**src/rtl/blom_pairwise_key_share_core_defines.svh**
```systemverilog
// Assertion macros shared by the key share core.
`ifndef BLOM_PAIRWISE_KEY_SHARE_CORE_DEFINES_SVH
`define BLOM_PAIRWISE_KEY_SHARE_CORE_DEFINES_SVH

// Consequent checked in the same cycle as the antecedent.
`define BPK_ASSERT_NOW(label, clk, rst, ante, cons, msg) \
   label: assert property (@(posedge clk) disable iff (rst) (ante) |-> (cons)) \
      else $error(msg);

// Consequent checked in the cycle after the antecedent.
`define BPK_ASSERT_NEXT(label, clk, rst, ante, cons, msg) \
   label: assert property (@(posedge clk) disable iff (rst) (ante) |=> (cons)) \
      else $error(msg);

`endif

```
**src/rtl/blom_pkg.sv**
```systemverilog
`timescale 1ns / 1ps
`default_nettype none

package blom_pkg;

   localparam int TABLE_LEN    = 5;
   localparam int COEFF_COUNT  = 5;
   localparam int SLOT_W       = 3;
   localparam int COEFF_W      = 16;
   localparam int CSR_ADDR_W   = 3;
   localparam int FIELD_W      = 17;

   localparam logic [SLOT_W-1:0] UNKNOWN_SLOT = 3'd3;
   localparam logic [FIELD_W-1:0] FIELD_P     = 17'h10001;

   localparam logic [7:0] SLOT_BYTES [TABLE_LEN] = '{8'h3B, 8'h1A, 8'hC6, 8'h5D, 8'h00};

   typedef logic [2:0] pc_type;

   localparam pc_type PC_FETCH  = 3'd0;
   localparam pc_type PC_LOOKUP = 3'd1;
   localparam pc_type PC_MUL    = 3'd2;
   localparam pc_type PC_ACC    = 3'd3;
   localparam pc_type PC_EMIT   = 3'd4;

   typedef enum logic [2:0] {
      OP_FETCH,
      OP_LOOKUP,
      OP_MUL,
      OP_ACC,
      OP_EMIT
   } op_type;

   typedef enum logic [1:0] {
      JC_NONE,
      JC_HIT,
      JC_MORE,
      JC_ALWAYS
   } jcond_type;

   typedef struct packed {
      op_type    op;
      jcond_type jc;
      pc_type    target;
   } ucode_type;

   // Control store: one word per step of the sequencer.
   function automatic ucode_type ucode_at(input pc_type pc);
      ucode_type uw;
      unique case (pc)
         PC_FETCH:  uw = '{op: OP_FETCH,  jc: JC_NONE,   target: PC_LOOKUP};
         PC_LOOKUP: uw = '{op: OP_LOOKUP, jc: JC_HIT,    target: PC_EMIT};
         PC_MUL:    uw = '{op: OP_MUL,    jc: JC_NONE,   target: PC_ACC};
         PC_ACC:    uw = '{op: OP_ACC,    jc: JC_MORE,   target: PC_MUL};
         PC_EMIT:   uw = '{op: OP_EMIT,   jc: JC_ALWAYS, target: PC_FETCH};
         default:   uw = '{op: OP_FETCH,  jc: JC_ALWAYS, target: PC_FETCH};
      endcase
      return uw;
   endfunction

   // Reduction modulo 65537: lo - hi, plus 65537 when that goes negative.
   function automatic logic [FIELD_W-1:0] fold_mod(input logic [31:0] v);
      logic [FIELD_W-1:0] lo;
      logic [FIELD_W-1:0] hi;
      logic [FIELD_W-1:0] diff;
      lo   = {1'b0, v[15:0]};
      hi   = {1'b0, v[31:16]};
      diff = lo - hi;
      if (v[15:0] < v[31:16]) begin
         diff = diff + FIELD_P;
      end
      return diff;
   endfunction

endpackage

`default_nettype wire

```
**src/rtl/blom_pairwise_key_share_core.sv**
```systemverilog
`timescale 1ns / 1ps
`default_nettype none
`include "blom_pairwise_key_share_core_defines.svh"

// Channel   Direction  Payload
// req_      in         tdata[7:0] peer_addr_byte
// rsp_      out        tdata[15:0] secret, tdata[18:16] peer_slot; tuser fresh
// csr_      in         addr 0..4 selects coeff_0..coeff_4, wdata[15:0]
//
// rsp_tvalid rises once a taken word has passed the lookup and emit steps if
// its secret is cached; for a fresh secret the lookup is followed by one
// multiply and one fold-and-accumulate step per coefficient after the first,
// then emit. One input word is worked on at a time; the result register lets
// the next word be taken while a result still waits. Reset clears the secret
// cache and the coefficients.

module blom_pairwise_key_share_core #(
   parameter int NUM_SLOTS = 5
) (
   input  wire logic                               clock,
   input  wire logic                               reset,
   input  wire logic                               req_tvalid,
   output logic                                    req_tready,
   input  wire logic [7:0]                         req_tdata,   // [7:0] peer_addr_byte
   output logic                                    rsp_tvalid,
   input  wire logic                               rsp_tready,
   output logic [23:0]                             rsp_tdata,   // [15:0] secret, [18:16] peer_slot
   output logic                                    rsp_tuser,   // [0] fresh
   input  wire logic                               csr_we,
   input  wire logic [blom_pkg::CSR_ADDR_W-1:0]    csr_addr,
   input  wire logic [blom_pkg::COEFF_W-1:0]       csr_wdata
);

   import blom_pkg::*;

   pc_type                 pc_ff, pc_in;
   logic [SLOT_W-1:0]      slot_ff, slot_in;
   logic [SLOT_W-1:0]      idx_ff, idx_in;
   logic                   fresh_ff, fresh_in;
   logic [FIELD_W-1:0]     sum_ff, sum_in;
   logic [FIELD_W-1:0]     pw_ff, pw_in;
   logic [19:0]            pw2_ff, pw2_in;
   logic [31:0]            prod_ff, prod_in;
   logic [COEFF_W-1:0]     coeff_ff [COEFF_COUNT];
   logic [COEFF_W-1:0]     cache_ff [TABLE_LEN];
   logic [COEFF_W-1:0]     cache_in [TABLE_LEN];
   logic                   rsp_valid_ff, rsp_valid_in;
   logic [18:0]            rsp_data_ff, rsp_data_in;
   logic                   rsp_fresh_ff, rsp_fresh_in;

   ucode_type              uw;
   logic                   advance;
   logic                   taken;
   logic                   hit;
   logic                   more;
   logic                   emit_go;
   logic [SLOT_W-1:0]      match_slot;
   logic [COEFF_W-1:0]     cache_rd;
   logic [31:0]            mul_full;
   logic [FIELD_W-1:0]     prod_red;
   logic [FIELD_W:0]       acc_sum;
   logic [SLOT_W-1:0]      idx_nxt;

   // Lowest matching table position wins; only the first NUM_SLOTS bytes count.
   always_comb begin
      match_slot = UNKNOWN_SLOT;
      for (int i = TABLE_LEN - 1; i >= 0; i--) begin
         if (i < NUM_SLOTS && req_tdata == SLOT_BYTES[i]) begin
            match_slot = SLOT_W'(i);
         end
      end
   end

   assign uw       = ucode_at(pc_ff);
   assign cache_rd = cache_ff[slot_ff];
   assign hit      = (cache_rd != '0);
   // The product of a 16-bit coefficient and a reduced power always fits 32 bits.
   assign mul_full = {16'd0, coeff_ff[idx_ff]} * {15'd0, pw_ff};
   assign prod_red = fold_mod(prod_ff);
   assign acc_sum  = {1'b0, sum_ff} + {1'b0, prod_red};
   assign idx_nxt  = idx_ff + 3'd1;
   assign more     = (idx_nxt < SLOT_W'(NUM_SLOTS));

   always_comb begin
      pc_in        = pc_ff;
      slot_in      = slot_ff;
      idx_in       = idx_ff;
      fresh_in     = fresh_ff;
      sum_in       = sum_ff;
      pw_in        = pw_ff;
      pw2_in       = pw2_ff;
      prod_in      = prod_ff;
      cache_in     = cache_ff;
      rsp_data_in  = rsp_data_ff;
      rsp_fresh_in = rsp_fresh_ff;
      rsp_valid_in = rsp_valid_ff && !rsp_tready;
      advance      = 1'b1;
      emit_go      = 1'b0;

      unique case (uw.op)
         OP_FETCH: begin
            advance = req_tvalid;
            if (req_tvalid) begin
               slot_in = match_slot;
            end
         end
         OP_LOOKUP: begin
            fresh_in = !hit;
            sum_in   = hit ? {1'b0, cache_rd} : {1'b0, coeff_ff[0]};
            pw_in    = {14'd0, slot_ff};
            idx_in   = 3'd1;
         end
         OP_MUL: begin
            prod_in = mul_full;
            pw2_in  = {3'd0, pw_ff} * {17'd0, slot_ff};
         end
         OP_ACC: begin
            sum_in = fold_mod({14'd0, acc_sum});
            pw_in  = fold_mod({12'd0, pw2_ff});
            idx_in = idx_nxt;
         end
         OP_EMIT: begin
            advance = !rsp_valid_ff || rsp_tready;
            emit_go = advance;
            if (advance) begin
               rsp_valid_in = 1'b1;
               rsp_data_in  = {slot_ff, sum_ff[15:0]};
               rsp_fresh_in = fresh_ff;
               if (fresh_ff) begin
                  cache_in[slot_ff] = sum_ff[15:0];
               end
            end
         end
         default: advance = 1'b1;
      endcase

      unique case (uw.jc)
         JC_NONE:   taken = 1'b0;
         JC_HIT:    taken = hit;
         JC_MORE:   taken = more;
         JC_ALWAYS: taken = 1'b1;
         default:   taken = 1'b0;
      endcase

      if (advance) begin
         pc_in = taken ? uw.target : pc_ff + 3'd1;
      end
   end

   always_ff @(posedge clock) begin
      if (reset) begin
         pc_ff        <= PC_FETCH;
         rsp_valid_ff <= 1'b0;
         for (int i = 0; i < TABLE_LEN; i++) begin
            cache_ff[i] <= '0;
         end
         for (int i = 0; i < COEFF_COUNT; i++) begin
            coeff_ff[i] <= '0;
         end
      end else begin
         pc_ff        <= pc_in;
         rsp_valid_ff <= rsp_valid_in;
         cache_ff     <= cache_in;
         if (csr_we && csr_addr < CSR_ADDR_W'(COEFF_COUNT)) begin
            coeff_ff[csr_addr] <= csr_wdata;
         end
      end
   end

   always_ff @(posedge clock) begin
      slot_ff      <= slot_in;
      idx_ff       <= idx_in;
      fresh_ff     <= fresh_in;
      sum_ff       <= sum_in;
      pw_ff        <= pw_in;
      pw2_ff       <= pw2_in;
      prod_ff      <= prod_in;
      rsp_data_ff  <= rsp_data_in;
      rsp_fresh_ff <= rsp_fresh_in;
   end

   assign req_tready = (uw.op == OP_FETCH);
   assign rsp_tvalid = rsp_valid_ff;
   assign rsp_tdata  = {5'd0, rsp_data_ff};
   assign rsp_tuser  = rsp_fresh_ff;

   // A secret served from the cache is never zero, since zero marks an empty entry.
   `BPK_ASSERT_NOW(a_cached_nonzero, clock, reset, rsp_tvalid && !rsp_tuser,
      rsp_tdata[15:0] != 16'd0, "cached secret is zero")

   // A freshly computed secret lands in the cache entry of its slot.
   `BPK_ASSERT_NEXT(a_cache_written, clock, reset, emit_go && fresh_ff,
      cache_ff[slot_ff] == rsp_data_ff[15:0], "fresh secret not cached")

   // The coefficient index never runs past the configured slot count.
   `BPK_ASSERT_NOW(a_idx_range, clock, reset, uw.op == OP_MUL,
      idx_ff < SLOT_W'(NUM_SLOTS), "coefficient index out of range")

endmodule

`default_nettype wire
```
**config.mk**
```make
export PLATFORM = sky130hd
export DESIGN_NAME = blom_pairwise_key_share_core
export DESIGN_NICKNAME = d
export VERILOG_FILES = /design/src/rtl/blom_pkg.sv /design/src/rtl/blom_pairwise_key_share_core.sv
export VERILOG_INCLUDE_DIRS = /design/src /design/src/rtl
export SDC_FILE = /design/constraint.sdc
export NUM_CORES = 1
export LEC_CHECK = 0
export BUFFER_PORTS_ARGS = -buffer_cell sky130_fd_sc_hd__buf_2
export CAP_MARGIN = 20
export CORE_UTILIZATION = 35
export CTS_BUF_LIST = sky130_fd_sc_hd__clkbuf_8
export DETAILED_ROUTE_END_ITERATION = 16
export PLACE_DENSITY = 0.47
export SETUP_SLACK_MARGIN = 0.15
export SYNTH_ARGS = -nofsm -noshare
export SYNTH_HDL_FRONTEND = slang
export SYNTH_SLANG_ARGS = --single-unit
```
**constraint.sdc**
```tcl
create_clock -name clock -period 13.8 [get_ports clock]
set_input_delay 2.76 -clock clock [delete_from_list [all_inputs] [get_ports clock]]
set_output_delay 2.76 -clock clock [all_outputs]
set_load 0.01 [all_outputs]
```
; Word-level counts from Yosys, hierarchy flattened
; Memory sizes are Yosys's and may differ from the RTL's. A register that Yosys moved wholly into a read port is not among the register bits.
; Index checks and enable logic that the tools add are counted.
[word_totals]
register_bits = 197
mem_bits_rw = 80
in_bits = 32
out_inout_bits = 27
elab_cells = 104
mem_count = 1
[memory_table]
columns = memory, depth, width, rd, rd_ports_with_merged_regs, write_ports, line_no
row1 = coeff_ff, 5, 16, 2, 1, 5, blom_pairwise_key_share_core.sv:44  ; logic [COEFF_W-1:0] coeff_ff [COEFF_COUNT];
[classes]
add_sub_neg = 9
mul = 2
n_lt_le_gt_ge = 7
n_eq_ne = 15
muxes = 32
n_bitwise = 1
n_reduce_logical = 19
[ops]
columns = op, n
row1 = $bwmux 80, 1
row2 = $mux 16, 5
row3 = $pmux 17 s2, 2
row4 = $add 17x17->17 const B, 3
row5 = $mux 17, 3
row6 = $bmux 16 s3, 1
row7 = $demux 16 s3, 1
row8 = $pmux 8 s5, 1
row9 = $mul 16x17->32, 1
row10 = $mul 17x3->20, 1
row11 = $add 17x17->18, 1
row12 = $sub 16x16->17, 1
row13 = $sub 16x2->17, 1
row14 = $sub 16x4->17, 1
row15 = $lt 16x16->1, 1
row16 = $lt 16x2->1, 1
row17 = $lt 16x4->1, 1
row18 = $reduce_bool 16->1, 1
row19 = $reduce_or 16->1, 1
row20 = $eq 3x2->1 const B, 4
row21 = $mux 3, 4
row22 = $mux 1, 9
row23 = $eq 8x5->1 const B, 1
row24 = $eq 8x6->1 const B, 1
row25 = 26 further kinds, 38

; Longest topological paths before layout
[logic_depth]
word_depth = 8
ltp_mapped = 34
ltp_nobuf = 32

; Worst setup path after synthesis
; Ideal clock, no wire load.
[synth_timing]
kind = flip-flop to flip-flop
start = register (tool-made name)
end = register prod_ff[30], data pin
setup_ps = 258
t_arrival_ps = 7425
required_time_ps = 13542
path_slack_ps = 6117
stages_incl_launch_ff = 27
n_path_buf = 3
synth_period_minus_slack_ps = 7683
cell_sequence = dfxtp_1 -> clkbuf_1 -> buf_1 -> mux4_2 -> mux2_2 -> clkbuf_1 -> and2_1 -> fa_1 -> inv_1 -> fa_1 -> fa_1 -> inv_1 -> fa_1 -> inv_1 -> fa_1 -> fa_1 -> inv_1 -> ha_1 -> nand4_1 -> a211oi_1 -> o41ai_1 -> a311oi_1 -> and4b_1 -> a311o_1 -> o21ai_0 -> a21oi_1 -> xnor2_1
[synth_lines]
columns = element, line_no
row1 = end signal: assignment, blom_pairwise_key_share_core.sv:177  ; prod_ff <= prod_in;
row2 = end: declaration, blom_pairwise_key_share_core.sv:43  ; logic [31:0] prod_ff, prod_in;

==> tab_implementation.tex <==
\begin{tabular}{lr}
\hline
Metric & Value \\
\hline
\multicolumn{2}{l}{\textbf{Status}} \\
\quad Run status & finished, final reports clean \\
\multicolumn{2}{l}{\textbf{Synth}} \\
\quad EDFF count, synth & 241 \\
\quad Proportion of netlist area held by the largest area contributor & 0.275 \\
\quad Flip-flop and latch count after synthesis & 328 \\
\quad Main flop type after synthesis & sky130\_fd\_sc\_hd\_\_edfxtp\_1 \\
\quad Sequential area share after synthesis & 0.341 \\
\quad Avg Synthesized Cell Area & 10.1 um\^{}2 \\
\quad Count of warnings emitted by yosys & 0 \\
\quad Ys async rst share & 0 \\
\quad Synth area leader & sky130\_fd\_sc\_hd\_\_edfxtp\_1 \\
\quad Mapped Cells & 2,607 \\
\quad Number of different library cells in the post-synthesis netlist & 82 \\
\quad Dominant cells by area after synthesis & sky130\_fd\_sc\_hd\_\_edfxtp\_1, sky130\_fd\_sc\_hd\_\_fa\_1, sky130\_fd\_sc\_hd\_\_ha\_1 \\
\quad Netlist area before placement & 26,300 um\^{}2 \\
\multicolumn{2}{l}{\textbf{Die}} \\
\quad Total core area & 74,400 um\^{}2 \\
\quad Die Height & 276 um \\
\quad Site row count & 100 \\
\quad Die outline area & 76,300 um\^{}2 \\
\quad Ports placed on the boundary & 59 \\
\quad Die width & 276 um \\
\quad Initial core utilization & 0.353 \\
\multicolumn{2}{l}{\textbf{Clocking}} \\
\quad Number of buffers inserted for hold repair after clock tree synthesis & 0 \\
\quad Buffer cell driving the clock tree root & sky130\_fd\_sc\_hd\_\_clkbuf\_8 \\
\quad Clock buffer depth & 3 \\
\quad TritonCTS clock tree & yes \\
\quad Buffers inserted during post-CTS setup optimization & 0 \\
\quad Clock tree sinks & 328 \\
\quad Clock latency at the later pin of the worst-skew pair & 690 ps \\
\quad Number of resized instances in the post-cts repair step & 0 \\
\quad Total clock buffers created by CTS & 59 \\
\quad Clock-pin slew reported for the worst setup and hold paths after clock tree synthesis & 60 ps \\
\quad Number of H-tree levels & 2 \\
\multicolumn{2}{l}{\textbf{Critical path}} \\
\quad Max stage delay on crit path & 590 ps \\
\quad WP buf/inv & 5 \\
\quad Most common cell on crit path & sky130\_fd\_sc\_hd\_\_fa\_1 \\
\quad Type of element launching the critical path & register \\
\quad Capturing element type of the critical path & register \\
\quad Maximum fanout along the worst path & 32 \\
\quad Worst path cell trace & buf\_4 -> mux4\_2 -> mux2\_2 -> and2\_1 -> fa\_1 -> inv\_1 -> fa\_1 -> fa\_1 -> inv\_1 -> fa\_1 -> inv\_1 -> fa\_1 -> fa\_1 -> inv\_1 -> ha\_1 -> nand4\_1 -> a211oi\_1 -> o41ai\_1 -> a311oi\_1 -> and4b\_1 -> a311o\_1 -> o21ai\_0 -> a21oi\_1 -> xnor2\_1 \\
\quad Data arrival, critical path & 8240 ps \\
\quad Kind of critical path & reg2reg \\
\quad Critical path's slowest cell & sky130\_fd\_sc\_hd\_\_mux4\_2 \\
\quad Cell family with the largest share of critical-path delay & adder cells \\
\quad Req. time, crit path & 14,170 ps \\
\multicolumn{2}{l}{\textbf{Global route}} \\
\quad GRT Util Overall & 0.188 \\
\quad Met1 Usage GRT & 0.252 \\
\quad Wire length of the first global-routing pass & 112 mm \\
\quad Maximum number of pins on one net before global-route repair & 93 \\
\quad Antenna violations before repair & 4 \\
\quad Via count of the first global-routing pass & 19.4k \\
\quad Busiest layer in global routing & met2 \\
\quad Global routing met2 resource utilization & 0.323 \\
\quad GR Overflow Total & 0 \\
\quad GR Layer Usage met3 & 0.0222 \\
\multicolumn{2}{l}{\textbf{Placement}} \\
\quad Post-DP HPWL & 52.4 mm \\
\quad Dpl cell area & 27,700 um\^{}2 \\
\quad \# port buffers & 53 \\
\quad Routability congestion estimate from global placement & 0.823 \\
\multicolumn{2}{l}{\textbf{Timing}} \\
\quad Final-layout setup total negative slack & 0 ps \\
\quad Hold Worst Slack & 453 ps \\
\quad Worst-margin pin slew & 1080 ps \\
\quad Count of endpoints failing setup in the final report & 0 \\
\quad F\_max & 127 MHz \\
\quad Period utilization & 0.570 \\
\quad RSZ-0062 raised after global routing & no \\
\quad Clock period minus final worst setup slack & 7860 ps \\
\quad Hold Fails Final Rpt & 0 \\
\quad Slew margin rel. & 0.281 \\
\quad Largest clock skew in the final design & 76.4 ps \\
\quad Slew Viols, Final & 0 \\
\multicolumn{2}{l}{\textbf{Route}} \\
\quad Routed Wire Length & 71.7 mm \\
\quad DRC marker count from the first detailed-route iteration & 1,162 \\
\quad Average routed wire per standard cell & 19.4 um \\
\quad TritonRoute pass-1 iters & 7 \\
\quad Remaining DRCs & 0 \\
\quad Post-DR vias/cell & 5.04 \\
\quad Antenna Nets Post-Route & 0 \\
\quad Routed via count & 18.6k \\
\multicolumn{2}{l}{\textbf{Job}} \\
\quad Number of max-capacitance violations reported & 0 \\
\multicolumn{2}{l}{\textbf{Final layout}} \\
\quad Inserted Diodes & 0 \\
\quad Net count reported at finish & 3,106 \\
\quad Final design instance area without fill & 28,900 um\^{}2 \\
\quad Syn-to-layout area delta & 9.72\% \\
\quad Proportion of layout cells with a drive suffix above 1 & 0.0928 \\
\multicolumn{2}{l}{\textbf{Min path}} \\
\quad Worst Hold Class & reg2reg \\
\hline
\end{tabular}
-- Yosys cell counts, types with 6 or more instances --
cell type and number:
sky130_fd_sc_hd__nand2_1 393, sky130_fd_sc_hd__inv_1 317, sky130_fd_sc_hd__edfxtp_1 241, sky130_fd_sc_hd__fa_1 227, sky130_fd_sc_hd__ha_1 168, sky130_fd_sc_hd__and2_1 159
sky130_fd_sc_hd__a21oi_1 139, sky130_fd_sc_hd__nor2_1 102, sky130_fd_sc_hd__clkbuf_1 91, sky130_fd_sc_hd__xnor2_1 91, sky130_fd_sc_hd__dfxtp_1 87, sky130_fd_sc_hd__nor2b_1 71
sky130_fd_sc_hd__mux4_2 38, sky130_fd_sc_hd__o21ai_0 33, sky130_fd_sc_hd__a21o_1 31, sky130_fd_sc_hd__nor3_1 29, sky130_fd_sc_hd__xor2_1 29, sky130_fd_sc_hd__mux2i_1 26
sky130_fd_sc_hd__nand3_1 23, sky130_fd_sc_hd__buf_1 21, sky130_fd_sc_hd__o22ai_1 21, sky130_fd_sc_hd__a22oi_1 20, sky130_fd_sc_hd__mux2_2 17, sky130_fd_sc_hd__a31oi_1 15
sky130_fd_sc_hd__or3_1 15, sky130_fd_sc_hd__o21a_1 14, sky130_fd_sc_hd__o21bai_1 13, sky130_fd_sc_hd__nand2b_1 12, sky130_fd_sc_hd__and3_1 11, sky130_fd_sc_hd__nand4_1 10
sky130_fd_sc_hd__or2_2 10, sky130_fd_sc_hd__a21boi_0 9, sky130_fd_sc_hd__a211oi_1 7, sky130_fd_sc_hd__nor4_1 7, sky130_fd_sc_hd__o21ai_1 7, sky130_fd_sc_hd__nand3b_1 6
sky130_fd_sc_hd__o211ai_1 6
-- tightest hold or removal path, stage by stage, from the launching register on --
cell and delay (ps):
sky130_fd_sc_hd__dfxtp_1 310, sky130_fd_sc_hd__nand2_1 50, sky130_fd_sc_hd__a21oi_1 50
-- sequential cells by signal (all words and copies together), names as in the netlist, named ones only --
| signal | flops |
|---|---|
| cache_ff | 80 |
| coeff_ff | 128 |
| fresh_ff | 1 |
| idx_ff | 3 |
| pc_ff | 3 |
| prod_ff | 32 |
| pw2_ff | 20 |
| pw_ff | 17 |
| rsp_data_ff | 19 |
| rsp_tuser | 1 |
| rsp_tvalid | 1 |
| slot_ff | 3 |
| sum_ff | 17 |
-- per-stage QoR --
step                      cells  setup slack, ps   util
after floorplan            2659             6120      -
after global placement     3586             5940  0.372
after detailed placement   3586             5890  0.372
after CTS                  3695             5820  0.388
after global routing       3696             5380  0.388
final                      3696             5940  0.388
-- worst paths after layout --
kind,startpoint,endpoint,slack (ps),cells past startpoint
setup reg to reg,register,prod_ff[30],5940,24
setup / recovery,register,prod_ff[30],5940,24
hold reg to reg,cache_ff[4],cache_ff[4],450,2
hold / removal,cache_ff[4],cache_ff[4],450,2
-- layout make-up --
type | count | area [um^2]
fill | 7375 | 45600
tap | 969 | 1210
clock buffer | 63 | 867
inverter | 318 | 1190
sequential | 328 | 8980
multi-input combinational | 1890 | 15800
timing repair buffer | 82 | 487
clock inverter | 46 | 278
-- per-layer routing --
layer,vias up,share of wire
li1,8791,-
met1,9277,0.45
met2,470,0.48
met3,92,0.049
met4,0,0.023
met5,-,0
-- layout by cell type, fill, tap and decap left out, types with 11 or more instances in the layout --
cell	netlist	routed
sky130_fd_sc_hd__clkbuf_8	0	63
sky130_fd_sc_hd__dfxtp_1	87	86
sky130_fd_sc_hd__buf_4	5	28
sky130_fd_sc_hd__fa_1	227	227
sky130_fd_sc_hd__a21o_1	31	31
sky130_fd_sc_hd__o22ai_1	21	21
sky130_fd_sc_hd__buf_2	3	53
sky130_fd_sc_hd__a21oi_1	139	138
sky130_fd_sc_hd__ha_1	168	168
sky130_fd_sc_hd__o21bai_1	13	13
sky130_fd_sc_hd__a31oi_1	15	15
sky130_fd_sc_hd__edfxtp_1	241	241
sky130_fd_sc_hd__inv_1	317	337
sky130_fd_sc_hd__nor3_1	29	27
sky130_fd_sc_hd__mux4_2	38	38
sky130_fd_sc_hd__nand2b_1	12	12
sky130_fd_sc_hd__mux2i_1	26	26
sky130_fd_sc_hd__nand3_1	23	23
sky130_fd_sc_hd__xor2_1	29	29
sky130_fd_sc_hd__clkinv_2	0	11
sky130_fd_sc_hd__or3_1	15	15
sky130_fd_sc_hd__o21a_1	14	14
sky130_fd_sc_hd__mux2_2	17	17
sky130_fd_sc_hd__nor2_1	102	102
sky130_fd_sc_hd__o21ai_0	33	33
sky130_fd_sc_hd__a22oi_1	20	20
sky130_fd_sc_hd__conb_1	1	53
sky130_fd_sc_hd__nand2_1	393	393
sky130_fd_sc_hd__nor2b_1	71	70
sky130_fd_sc_hd__xnor2_1	91	91
sky130_fd_sc_hd__and2_1	159	159
-- logic make-up (layout without fill, tap and decap cells) --
logic type,after synthesis,after routing,share of synthesized area
AND/OR/NAND/NOR,874,874,0.161
AO/OA/AOI/OAI,361,361,0.0875
XOR/XNOR,120,120,0.0400
buffers and inverters,441,509,0.0646
adder cells (fa/ha/maj),395,395,0.253
other,1,53,0.000143
flip-flops,328,328,0.341
multiplexers,87,87,0.0524
Power is not shown: default switching activity piles up to over one toggle a cycle in this logic, so the estimate is an artifact.
